===== src/rtl/core/smec_pkg.sv =====
// Shared types, constants and helpers for the sensor marker event classifier.
// Depends on nothing; used by every module under rtl/core.
`default_nettype none

package smec_pkg;

    localparam int unsigned ADDR_W = 5;
    localparam int unsigned DATA_W = 32;

    localparam logic [7:0] CENTER_MASK = 8'h7E;
    localparam logic [7:0] EDGE_MASK   = 8'h81;
    localparam logic [7:0] EDGE_LOW    = 8'h01;
    localparam logic [7:0] EDGE_HIGH   = 8'h80;
    localparam logic [15:0] COUNT16_MAX = 16'hFFFF;

    // Register indexes (byte address / 4)
    localparam logic [2:0] REG_WIDE_THR     = 3'd0;
    localparam logic [2:0] REG_WIDE_MIN     = 3'd1;
    localparam logic [2:0] REG_CROSS_CLEAR  = 3'd2;
    localparam logic [2:0] REG_EDGE_CLEAR   = 3'd3;
    localparam logic [2:0] REG_TIMEOUT      = 3'd4;

    typedef enum logic [2:0] {
        KIND_CROSS   = 3'd0,
        KIND_BOTH    = 3'd1,
        KIND_EDGE0   = 3'd2,
        KIND_EDGE7   = 3'd3,
        KIND_UNKNOWN = 3'd4
    } event_kind_t;

    typedef struct packed {
        logic [2:0]  wide_center_threshold;
        logic [15:0] wide_min_frames;
        logic [15:0] cross_clear_frames;
        logic [15:0] edge_clear_frames;
        logic [31:0] timeout_frames;
    } cfg_t;

    typedef struct packed {
        logic        command;
        logic [7:0]  sensor_bits;
        logic [31:0] frame_index;
    } item_t;

    typedef struct packed {
        logic        event_done;
        logic [2:0]  event_kind;
        logic [7:0]  edge_seen;
        logic [7:0]  all_seen;
        logic [2:0]  peak_center;
        logic [15:0] longest_wide_run;
        logic [31:0] first_frame;
        logic [31:0] last_frame;
        logic [31:0] span_frames;
        logic [31:0] episodes_total;
    } result_t;

    // Count lit center sensors (bits 1..6)
    function automatic logic [2:0] popcount_center(input logic [7:0] bits);
        logic [7:0] masked;
        logic [2:0] n;
        masked = bits & CENTER_MASK;
        n = 3'd0;
        for (int i = 1; i < 7; i++) begin
            n = n + {2'b00, masked[i]};
        end
        return n;
    endfunction

    function automatic logic [15:0] sat_inc16(input logic [15:0] v);
        return (v == COUNT16_MAX) ? v : v + 16'd1;
    endfunction

endpackage

`default_nettype wire


===== src/rtl/core/smec_cfg.sv =====
// APB configuration register file of the classifier.
// Depends on smec_pkg (cfg_t, register indexes).
`default_nettype none

module smec_cfg (
    input  wire logic                          aclk,
    input  wire logic                          aresetn,
    input  wire logic                          psel,
    input  wire logic                          penable,
    input  wire logic                          pwrite,
    input  wire logic [smec_pkg::ADDR_W-1:0]   paddr,
    input  wire logic [smec_pkg::DATA_W-1:0]   pwdata,
    output logic [smec_pkg::DATA_W-1:0]        prdata,
    output logic                               pready,
    output smec_pkg::cfg_t                     cfg
);

    smec_pkg::cfg_t cfg_reg;
    smec_pkg::cfg_t cfg_next;
    logic           wr_en;
    logic [2:0]     reg_idx;

    assign wr_en   = psel && penable && pwrite;
    assign reg_idx = paddr[4:2];
    assign pready  = 1'b1;
    assign cfg     = cfg_reg;

    always_comb begin
        cfg_next = cfg_reg;
        if (wr_en) begin
            unique case (reg_idx)
                smec_pkg::REG_WIDE_THR:    cfg_next.wide_center_threshold = pwdata[2:0];
                smec_pkg::REG_WIDE_MIN:    cfg_next.wide_min_frames = pwdata[15:0];
                smec_pkg::REG_CROSS_CLEAR: cfg_next.cross_clear_frames = pwdata[15:0];
                smec_pkg::REG_EDGE_CLEAR:  cfg_next.edge_clear_frames = pwdata[15:0];
                smec_pkg::REG_TIMEOUT:     cfg_next.timeout_frames = pwdata;
                default:                   cfg_next = cfg_reg;
            endcase
        end
    end

    always_ff @(posedge aclk) begin
        if (!aresetn) begin
            cfg_reg.wide_center_threshold <= 3'd4;
            cfg_reg.wide_min_frames       <= 16'd3;
            cfg_reg.cross_clear_frames    <= 16'd5;
            cfg_reg.edge_clear_frames     <= 16'd3;
            cfg_reg.timeout_frames        <= 32'd200;
        end else begin
            cfg_reg <= cfg_next;
        end
    end

    always_comb begin
        unique case (reg_idx)
            smec_pkg::REG_WIDE_THR:    prdata = {29'd0, cfg_reg.wide_center_threshold};
            smec_pkg::REG_WIDE_MIN:    prdata = {16'd0, cfg_reg.wide_min_frames};
            smec_pkg::REG_CROSS_CLEAR: prdata = {16'd0, cfg_reg.cross_clear_frames};
            smec_pkg::REG_EDGE_CLEAR:  prdata = {16'd0, cfg_reg.edge_clear_frames};
            smec_pkg::REG_TIMEOUT:     prdata = cfg_reg.timeout_frames;
            default:                   prdata = '0;
        endcase
    end

endmodule

`default_nettype wire


===== src/rtl/core/smec_episode.sv =====
// Episode tracker: holds the open-episode state and forms one result per request.
// Depends on smec_pkg (item_t, result_t, cfg_t, helpers).
`default_nettype none

module smec_episode (
    input  wire logic            aclk,
    input  wire logic            aresetn,
    input  wire smec_pkg::cfg_t  cfg,
    input  wire smec_pkg::item_t item,
    input  wire logic            commit,
    output smec_pkg::result_t    result
);

    logic        collecting_reg, collecting_next;
    logic [7:0]  edge_acc_reg, edge_acc_next;
    logic [7:0]  all_acc_reg, all_acc_next;
    logic [2:0]  peak_reg, peak_next;
    logic [15:0] wrc_reg, wrc_next;
    logic [15:0] wrp_reg, wrp_next;
    logic [15:0] quiet_reg, quiet_next;
    logic [31:0] open_frame_reg, open_frame_next;
    logic [31:0] active_frame_reg, active_frame_next;
    logic [31:0] ep_count_reg, ep_count_next;

    logic [2:0]  center;
    logic [7:0]  edges;
    logic        wide, active, opening, upd;
    logic [7:0]  base_edge, base_all;
    logic [2:0]  base_peak;
    logic [15:0] base_wrc, base_wrp, base_quiet;
    logic [31:0] base_open, base_active;
    logic [7:0]  upd_edge, upd_all;
    logic [2:0]  upd_peak;
    logic [15:0] upd_wrc, upd_wrp, upd_quiet, upd_limit;
    logic [31:0] upd_active, upd_age;
    logic        do_close;
    logic [7:0]  sel_edge, sel_all;
    logic [2:0]  sel_peak;
    logic [15:0] sel_wrp;
    logic [31:0] sel_open, sel_active;
    smec_pkg::event_kind_t kind;

    always_comb begin
        center  = smec_pkg::popcount_center(item.sensor_bits);
        edges   = item.sensor_bits & smec_pkg::EDGE_MASK;
        wide    = center >= cfg.wide_center_threshold;
        active  = wide || (edges != 8'd0);
        opening = !item.command && !collecting_reg && active;
        upd     = !item.command && (collecting_reg || active);

        // Fresh episode starts from cleared accumulators
        base_edge   = opening ? 8'd0 : edge_acc_reg;
        base_all    = opening ? 8'd0 : all_acc_reg;
        base_peak   = opening ? 3'd0 : peak_reg;
        base_wrc    = opening ? 16'd0 : wrc_reg;
        base_wrp    = opening ? 16'd0 : wrp_reg;
        base_quiet  = opening ? 16'd0 : quiet_reg;
        base_open   = opening ? item.frame_index : open_frame_reg;
        base_active = opening ? item.frame_index : active_frame_reg;

        upd_edge   = base_edge | edges;
        upd_all    = base_all | item.sensor_bits;
        upd_peak   = (center > base_peak) ? center : base_peak;
        upd_wrc    = wide ? smec_pkg::sat_inc16(base_wrc) : 16'd0;
        upd_wrp    = (wide && (upd_wrc > base_wrp)) ? upd_wrc : base_wrp;
        upd_quiet  = active ? 16'd0 : smec_pkg::sat_inc16(base_quiet);
        upd_active = active ? item.frame_index : base_active;
        upd_limit  = (upd_wrp >= cfg.wide_min_frames) ? cfg.cross_clear_frames
                                                      : cfg.edge_clear_frames;
        upd_age    = item.frame_index - base_open + 32'd1;

        do_close = (item.command && collecting_reg)
                || (upd && ((upd_quiet >= upd_limit) || (upd_age >= cfg.timeout_frames)));

        // Flush reports the held episode; an update reports the refreshed one
        sel_edge   = item.command ? edge_acc_reg : upd_edge;
        sel_all    = item.command ? all_acc_reg : upd_all;
        sel_peak   = item.command ? peak_reg : upd_peak;
        sel_wrp    = item.command ? wrp_reg : upd_wrp;
        sel_open   = item.command ? open_frame_reg : base_open;
        sel_active = item.command ? active_frame_reg : upd_active;

        if (sel_wrp >= cfg.wide_min_frames) begin
            kind = smec_pkg::KIND_CROSS;
        end else if (sel_edge == smec_pkg::EDGE_MASK) begin
            kind = smec_pkg::KIND_BOTH;
        end else if (sel_edge == smec_pkg::EDGE_LOW) begin
            kind = smec_pkg::KIND_EDGE0;
        end else if (sel_edge == smec_pkg::EDGE_HIGH) begin
            kind = smec_pkg::KIND_EDGE7;
        end else begin
            kind = smec_pkg::KIND_UNKNOWN;
        end

        collecting_next   = collecting_reg;
        edge_acc_next     = edge_acc_reg;
        all_acc_next      = all_acc_reg;
        peak_next         = peak_reg;
        wrc_next          = wrc_reg;
        wrp_next          = wrp_reg;
        quiet_next        = quiet_reg;
        open_frame_next   = open_frame_reg;
        active_frame_next = active_frame_reg;
        ep_count_next     = ep_count_reg;
        if (upd) begin
            collecting_next   = 1'b1;
            edge_acc_next     = upd_edge;
            all_acc_next      = upd_all;
            peak_next         = upd_peak;
            wrc_next          = upd_wrc;
            wrp_next          = upd_wrp;
            quiet_next        = upd_quiet;
            open_frame_next   = base_open;
            active_frame_next = upd_active;
        end
        if (do_close) begin
            collecting_next = 1'b0;
            quiet_next      = 16'd0;
            wrc_next        = 16'd0;
            ep_count_next   = ep_count_reg + 32'd1;
        end

        result = '0;
        if (do_close) begin
            result.event_done       = 1'b1;
            result.event_kind       = kind;
            result.edge_seen        = sel_edge;
            result.all_seen         = sel_all;
            result.peak_center      = sel_peak;
            result.longest_wide_run = sel_wrp;
            result.first_frame      = sel_open;
            result.last_frame       = sel_active;
            result.span_frames      = (sel_active >= sel_open)
                                    ? (sel_active - sel_open + 32'd1) : 32'd0;
            result.episodes_total   = ep_count_next;
        end
    end

    always_ff @(posedge aclk) begin
        if (!aresetn) begin
            collecting_reg   <= 1'b0;
            edge_acc_reg     <= '0;
            all_acc_reg      <= '0;
            peak_reg         <= '0;
            wrc_reg          <= '0;
            wrp_reg          <= '0;
            quiet_reg        <= '0;
            open_frame_reg   <= '0;
            active_frame_reg <= '0;
            ep_count_reg     <= '0;
        end else if (commit) begin
            collecting_reg   <= collecting_next;
            edge_acc_reg     <= edge_acc_next;
            all_acc_reg      <= all_acc_next;
            peak_reg         <= peak_next;
            wrc_reg          <= wrc_next;
            wrp_reg          <= wrp_next;
            quiet_reg        <= quiet_next;
            open_frame_reg   <= open_frame_next;
            active_frame_reg <= active_frame_next;
            ep_count_reg     <= ep_count_next;
        end
    end

    // Closed episode bumps the episode counter by exactly one
    a_count_step: assert property (@(posedge aclk) disable iff (!aresetn)
        commit && result.event_done |=> ep_count_reg == $past(ep_count_reg) + 32'd1)
        else $error("episode count did not advance on close");

    // An idle tracker with no open episode never closes on a flush
    a_flush_idle: assert property (@(posedge aclk) disable iff (!aresetn)
        item.command && !collecting_reg |-> !result.event_done)
        else $error("flush while idle reported an event");

    // Wide run peak never falls below the current run while collecting
    a_run_peak: assert property (@(posedge aclk) disable iff (!aresetn)
        collecting_reg |-> wrp_reg >= wrc_reg)
        else $error("wide run exceeds its recorded peak");

endmodule

`default_nettype wire


===== src/rtl/core/sensor_marker_event_classifier.sv =====
// Top level of the line-sensor marker event classifier.
// Depends on smec_pkg, smec_cfg and smec_episode.
//
// Usage:
//   Input channel (s_*): each request is a sensor frame (s_command = 0) with
//   its frame number, or a flush (s_command = 1) that closes any open episode.
//   Result channel (m_*): exactly one result per request. m_event_done = 1
//   marks a closed episode with its kind and statistics; otherwise every
//   result field is zero.
//   Configuration: APB registers at byte addresses 0x00 threshold, 0x04 wide
//   run minimum, 0x08 cross clear count, 0x0C edge clear count, 0x10 timeout.
//   Write them only while no request is in flight.
// Timing:
//   A request lands in the input register at its accepting edge; the episode
//   update between it and the result register loads the result once the
//   result slot is free or draining, which raises m_valid. One request per
//   cycle is sustained while m_ready stays high, as the episode update
//   commits each request as it leaves the input register.
// Reset (aresetn low, synchronous): configuration registers return to their
//   defaults, the episode closes and both channels empty.
// Backpressure: while m_ready is low the result holds and one more request is
//   taken into the input register; s_ready then drops until m_ready returns.
`default_nettype none

module sensor_marker_event_classifier (
    input  wire logic                        aclk,
    input  wire logic                        aresetn,

    input  wire logic                        s_valid,
    output logic                             s_ready,
    input  wire logic                        s_command,
    input  wire logic [7:0]                  s_sensor_bits,
    input  wire logic [31:0]                 s_frame_index,

    output logic                             m_valid,
    input  wire logic                        m_ready,
    output logic                             m_event_done,
    output logic [2:0]                       m_event_kind,
    output logic [7:0]                       m_edge_seen,
    output logic [7:0]                       m_all_seen,
    output logic [2:0]                       m_peak_center,
    output logic [15:0]                      m_longest_wide_run,
    output logic [31:0]                      m_first_frame,
    output logic [31:0]                      m_last_frame,
    output logic [31:0]                      m_span_frames,
    output logic [31:0]                      m_episodes_total,

    input  wire logic                        psel,
    input  wire logic                        penable,
    input  wire logic                        pwrite,
    input  wire logic [smec_pkg::ADDR_W-1:0] paddr,
    input  wire logic [smec_pkg::DATA_W-1:0] pwdata,
    output logic [smec_pkg::DATA_W-1:0]      prdata,
    output logic                             pready
);

    smec_pkg::cfg_t    cfg;
    smec_pkg::item_t   in_item_reg;
    logic              in_valid_reg;
    smec_pkg::result_t out_res_reg;
    smec_pkg::result_t step_res;
    logic              out_valid_reg;
    logic              advance;
    logic              s_take;

    // Move the held request forward whenever the result slot is free or draining
    assign advance = in_valid_reg && (!out_valid_reg || m_ready);
    assign s_ready = !in_valid_reg || advance;
    assign s_take  = s_valid && s_ready;

    smec_cfg u_cfg (
        .aclk    (aclk),
        .aresetn (aresetn),
        .psel    (psel),
        .penable (penable),
        .pwrite  (pwrite),
        .paddr   (paddr),
        .pwdata  (pwdata),
        .prdata  (prdata),
        .pready  (pready),
        .cfg     (cfg)
    );

    smec_episode u_episode (
        .aclk    (aclk),
        .aresetn (aresetn),
        .cfg     (cfg),
        .item    (in_item_reg),
        .commit  (advance),
        .result  (step_res)
    );

    // Input register: capture a request, hold it until the update commits
    always_ff @(posedge aclk) begin
        if (!aresetn) begin
            in_valid_reg <= 1'b0;
        end else if (s_take) begin
            in_valid_reg <= 1'b1;
        end else if (advance) begin
            in_valid_reg <= 1'b0;
        end
    end

    always_ff @(posedge aclk) begin
        if (s_take) begin
            in_item_reg.command     <= s_command;
            in_item_reg.sensor_bits <= s_sensor_bits;
            in_item_reg.frame_index <= s_frame_index;
        end
    end

    // Result register: load on advance, drop once taken
    always_ff @(posedge aclk) begin
        if (!aresetn) begin
            out_valid_reg <= 1'b0;
        end else if (advance) begin
            out_valid_reg <= 1'b1;
        end else if (m_ready) begin
            out_valid_reg <= 1'b0;
        end
    end

    always_ff @(posedge aclk) begin
        if (advance) begin
            out_res_reg <= step_res;
        end
    end

    assign m_valid            = out_valid_reg;
    assign m_event_done       = out_res_reg.event_done;
    assign m_event_kind       = out_res_reg.event_kind;
    assign m_edge_seen        = out_res_reg.edge_seen;
    assign m_all_seen         = out_res_reg.all_seen;
    assign m_peak_center      = out_res_reg.peak_center;
    assign m_longest_wide_run = out_res_reg.longest_wide_run;
    assign m_first_frame      = out_res_reg.first_frame;
    assign m_last_frame       = out_res_reg.last_frame;
    assign m_span_frames      = out_res_reg.span_frames;
    assign m_episodes_total   = out_res_reg.episodes_total;

    // An empty input register always takes a request
    a_ready_empty: assert property (@(posedge aclk) disable iff (!aresetn)
        !in_valid_reg |-> s_ready)
        else $error("input register empty but not ready");

    // A held request reaches the result register when the slot is empty
    a_forward: assert property (@(posedge aclk) disable iff (!aresetn)
        in_valid_reg && !out_valid_reg |=> out_valid_reg)
        else $error("held request did not advance");

    // A result without a closed episode carries all-zero fields
    a_zero_fields: assert property (@(posedge aclk) disable iff (!aresetn)
        m_valid && !m_event_done |-> m_first_frame == 32'd0 && m_episodes_total == 32'd0
            && m_all_seen == 8'd0 && m_longest_wide_run == 16'd0)
        else $error("idle result carries nonzero fields");

    // A cross result always meets the configured wide run minimum
    a_cross_run: assert property (@(posedge aclk) disable iff (!aresetn)
        m_valid && m_event_done && m_event_kind == smec_pkg::KIND_CROSS
            |-> m_longest_wide_run >= cfg.wide_min_frames)
        else $error("cross reported below wide run minimum");

endmodule

`default_nettype wire

===== config.mk =====
export PLATFORM = sky130hd
export DESIGN_NAME = sensor_marker_event_classifier
export DESIGN_NICKNAME = d
export VERILOG_FILES = /design/src/rtl/core/smec_pkg.sv /design/src/rtl/core/smec_cfg.sv /design/src/rtl/core/smec_episode.sv /design/src/rtl/core/sensor_marker_event_classifier.sv
export SDC_FILE = /design/constraint.sdc
export NUM_CORES = 1
export LEC_CHECK = 0
export BUFFER_PORTS_ARGS = -buffer_cell sky130_fd_sc_hd__buf_4
export CAP_MARGIN = 20
export CORE_MARGIN = 1.5
export CORE_UTILIZATION = 50
export DETAILED_ROUTE_END_ITERATION = 12
export GPL_TIMING_DRIVEN = 0
export HOLD_SLACK_MARGIN = 0.02
export PLACE_DENSITY = 0.7
export SLEW_MARGIN = 25
export SYNTH_ARGS = -nofsm -noshare
export SYNTH_HDL_FRONTEND = slang
export SYNTH_SLANG_ARGS = --single-unit

===== constraint.sdc =====
create_clock -name aclk -period 13.4 [get_ports aclk]
set_input_delay 1.34 -clock aclk [delete_from_list [all_inputs] [get_ports aclk]]
set_output_delay 1.34 -clock aclk [all_outputs]
set_load 0.01 [all_outputs]

==> flow_metrics.tcl <==
set metrics [dict create \
    status "finished clean" \
    area_growth_pct 18.1 \
    finClkSkew_ns 0.0153 \
    fmax_mhz 78.3 \
    die_h_um 233 \
    synth_area_leaders "edfxtp_1 24%, dfxtp_1 19%, ha_1 11%, nand2_1 5.6%, nor2_1 4.3%" \
    drc 0 \
    p_switching_mw 1.41 \
    setup.worst_path.class "reg2reg" \
    critPathRequiredTime_ns 13.70 \
    place_hpwl_um 67300 \
    regToRegSetupSlack_ns 0.63 \
    fillers 4645 \
    synth.most_common_cell "nand2_1" \
    cts-root-buf "clkbuf_16" \
    power_frac_comb 0.294 \
    hold_path.class "reg2reg" \
    place_area_um2 29600 \
    synth_cell_type_count 70 \
    maxCapViolations 0 \
    switching_share 0.332 \
    seqPwrFrac 0.370 \
    dieArea_um2 54500 \
    pwr-share-clk 0.336 \
    cts_buffer_depth 3 \
    grt-ovfl-total 0 \
    ir_drop_v 0.0000866 \
    hold_viol 0 \
    io_pins 287 \
    grt_pass1_wl_um 128000 \
    antenna_found_initial 0 \
    maxSlewViolCount 0 \
    fp.dieW_um 233 \
    yosysTopAreaCellShare 0.235 \
    post_cts_buffers 0 \
    dr.pass1.iters 6 \
    yosys-top-cells-count "399 x nand2_1, 306 x nor2_1, 249 x dfxtp_1" \
    core.rowCount 84 \
    postLayoutCellArea_um2 31300 \
    crit_path_end_kind "register" \
    worstPathMaxFanout 10 \
    setup_viol 0 \
    core-area_um2 52600 \
    grt_pass1_vias 21600 \
    cts_buffers 48 \
    synth-edff-count 208 \
    slowest_stage "fa_1" \
    p_per_area_nw_per_um2 136 \
    period_needed_ns 12.77 \
    clock_latency_ns 0.61 \
    syn_nets 3219 \
    tightest_slew_ns 1.14 \
    largest_reg_flops 83 \
    grt_max_degree 59 \
    routed_via_density 5.83 \
    synth-seq-cells 457 \
    p_int_mw 2.84 \
    antennaDiodeCount 0 \
    synth_top_cell_by_area "edfxtp_1" \
    syn_area_um2 26500 \
    power_leakage_nw 12.4 \
    ant_nets 0 \
    startpoint_type "register" \
    synth.avg_cell_area_um2 9.20 \
    cp_slowest_stage_delay_ns 0.52 \
    fin_nets 3552 \
    synth_cells 2883 \
    synthArstFlopShare 0 \
    yosys_warnings 0 \
    period_share 0.953 \
    track_usage 0.310 \
    fin_setup_tns_ns 0 \
    io_buffers 281 \
    cts_max_level 2 \
    routed_wl_um 85800 \
    clock_sinks 457 \
    routedWlPerCell_um 21.8 \
    drive_above_1_share 0.137 \
    relSlewSlack 0.241 \
    synth_ff_type "dfxtp_1" \
    cts_hold_buffers 0 \
    gp_congestion 0.954 \
    drtIter0Drc 2148 \
    clk_pin_slew_ns 0.06 \
    postLayoutCoreUtil 0.596 \
    cts_tree "yes" \
    yosysSeqAreaShare 0.423 \
    vias 23000 \
    arrival_ns 13.07 \
    start_util 0.505 \
]
power by group through the flow:
stage	clock network, mW	logic [mW]	registers (mW)
finish	1.43	1.25	1.58
global route	1.50	1.37	1.58
CTS	1.44	1.23	1.57
detailed placement	0	1.22	1.60
global placement	0	1.19	1.61
floorplan	0	0.797	1.61
stage by stage:
stage | hold WS (ns) | total power [mW] | instances | worst slack, ns
after floorplan | 0.434 | 2.41 | 2883 | 2.66
after global placement | 0.439 | 2.80 | 3852 | -1.56
after detailed placement | 0.446 | 2.82 | 3855 | -1.66
after CTS | 0.454 | 4.25 | 3945 | 0.127
after global routing | 0.474 | 4.44 | 3944 | -0.0428
final | 0.455 | 4.25 | 3944 | 0.629
final cells by class:
cell class | instances | area (um^2) | share of cell area
multi-input combinational | 2160 | 14300 | 0.458
sequential | 457 | 11200 | 0.358
clock inverter | 27 | 362 | 0.0115
clock buffer | 63 | 1320 | 0.0421
timing repair buffer | 284 | 2180 | 0.0697
tap | 688 | 861 | 0.0275
buffer | 145 | 589 | 0.0188
inverter | 120 | 450 | 0.0144
layout by cell type (no fill, tap or decap), types with 18 or more instances in the layout:
cell / instances
nand2_1: 399
clkbuf_16: 49
a22o_1: 20
nand4_1: 35
nand3_1: 64
a211oi_1: 45
and3_1: 47
nand2b_1: 28
mux2i_1: 107
nor3_1: 37
ha_1: 231
dfxtp_1: 249
o31ai_1: 19
a22oi_1: 27
xor2_1: 36
o21bai_1: 19
o21a_1: 25
mux2_2: 27
fa_1: 20
xnor2_1: 72
a31oi_1: 18
inv_1: 119
o21ai_0: 80
a21oi_1: 227
a21o_1: 58
and2_1: 51
nor2_1: 306
buf_4: 282
edfxtp_1: 208
clkbuf_1: 119
nor2b_1: 20
critical path: cells and delay by family (launching register included):
family / cells / cell delay, ns
compound gates: 16 / 3.65
fa+ha+maj: 9 / 3.03
simple gates: 15 / 2.88
buf+inv: 9 / 2.01
flops: 1 / 0.41
mux: 1 / 0.34
xor+xnor: 1 / 0.13
kinds of logic after synthesis:
kind of cell,count (synthesis),share of synthesized area
adders and majority gates,251,0.124
muxes,135,0.0522
other,1,0.000141
AOI/OAI and AO/OA,612,0.147
and+or+nand+nor,1053,0.180
buffers and inverters,266,0.0381
DFF,457,0.423
xor gates and xnor gates,108,0.0356
worst paths after layout:
check                 endpoint  cells after the start             from
max          m_first_frame[27]                     51  in_item_reg[33]
min              u_cfg.cfg[71]                      2    u_cfg.cfg[71]
max reg2reg  m_first_frame[27]                     51  in_item_reg[33]
min reg2reg      u_cfg.cfg[71]                      2    u_cfg.cfg[71]
metal layers:
layer,share of wire,global-route usage,vias up,routed length [um]
li1,-,-,10900,-
met1,0.45,0.445,10900,38600
met2,0.44,0.473,1021,37500
met3,0.081,0.0472,162,6940
met4,0.033,0.107,0,2800
met5,0,0,-,0
what timing repair did:
item                                   4_1_cts  5_1_grt
endpoints found under the hold margin        0        0
resized for setup                           14       29
gates cloned                                 0        0
setup endpoints to repair                  231      208
pin swaps                                    0        0
Power figures use the tool's default switching activity.
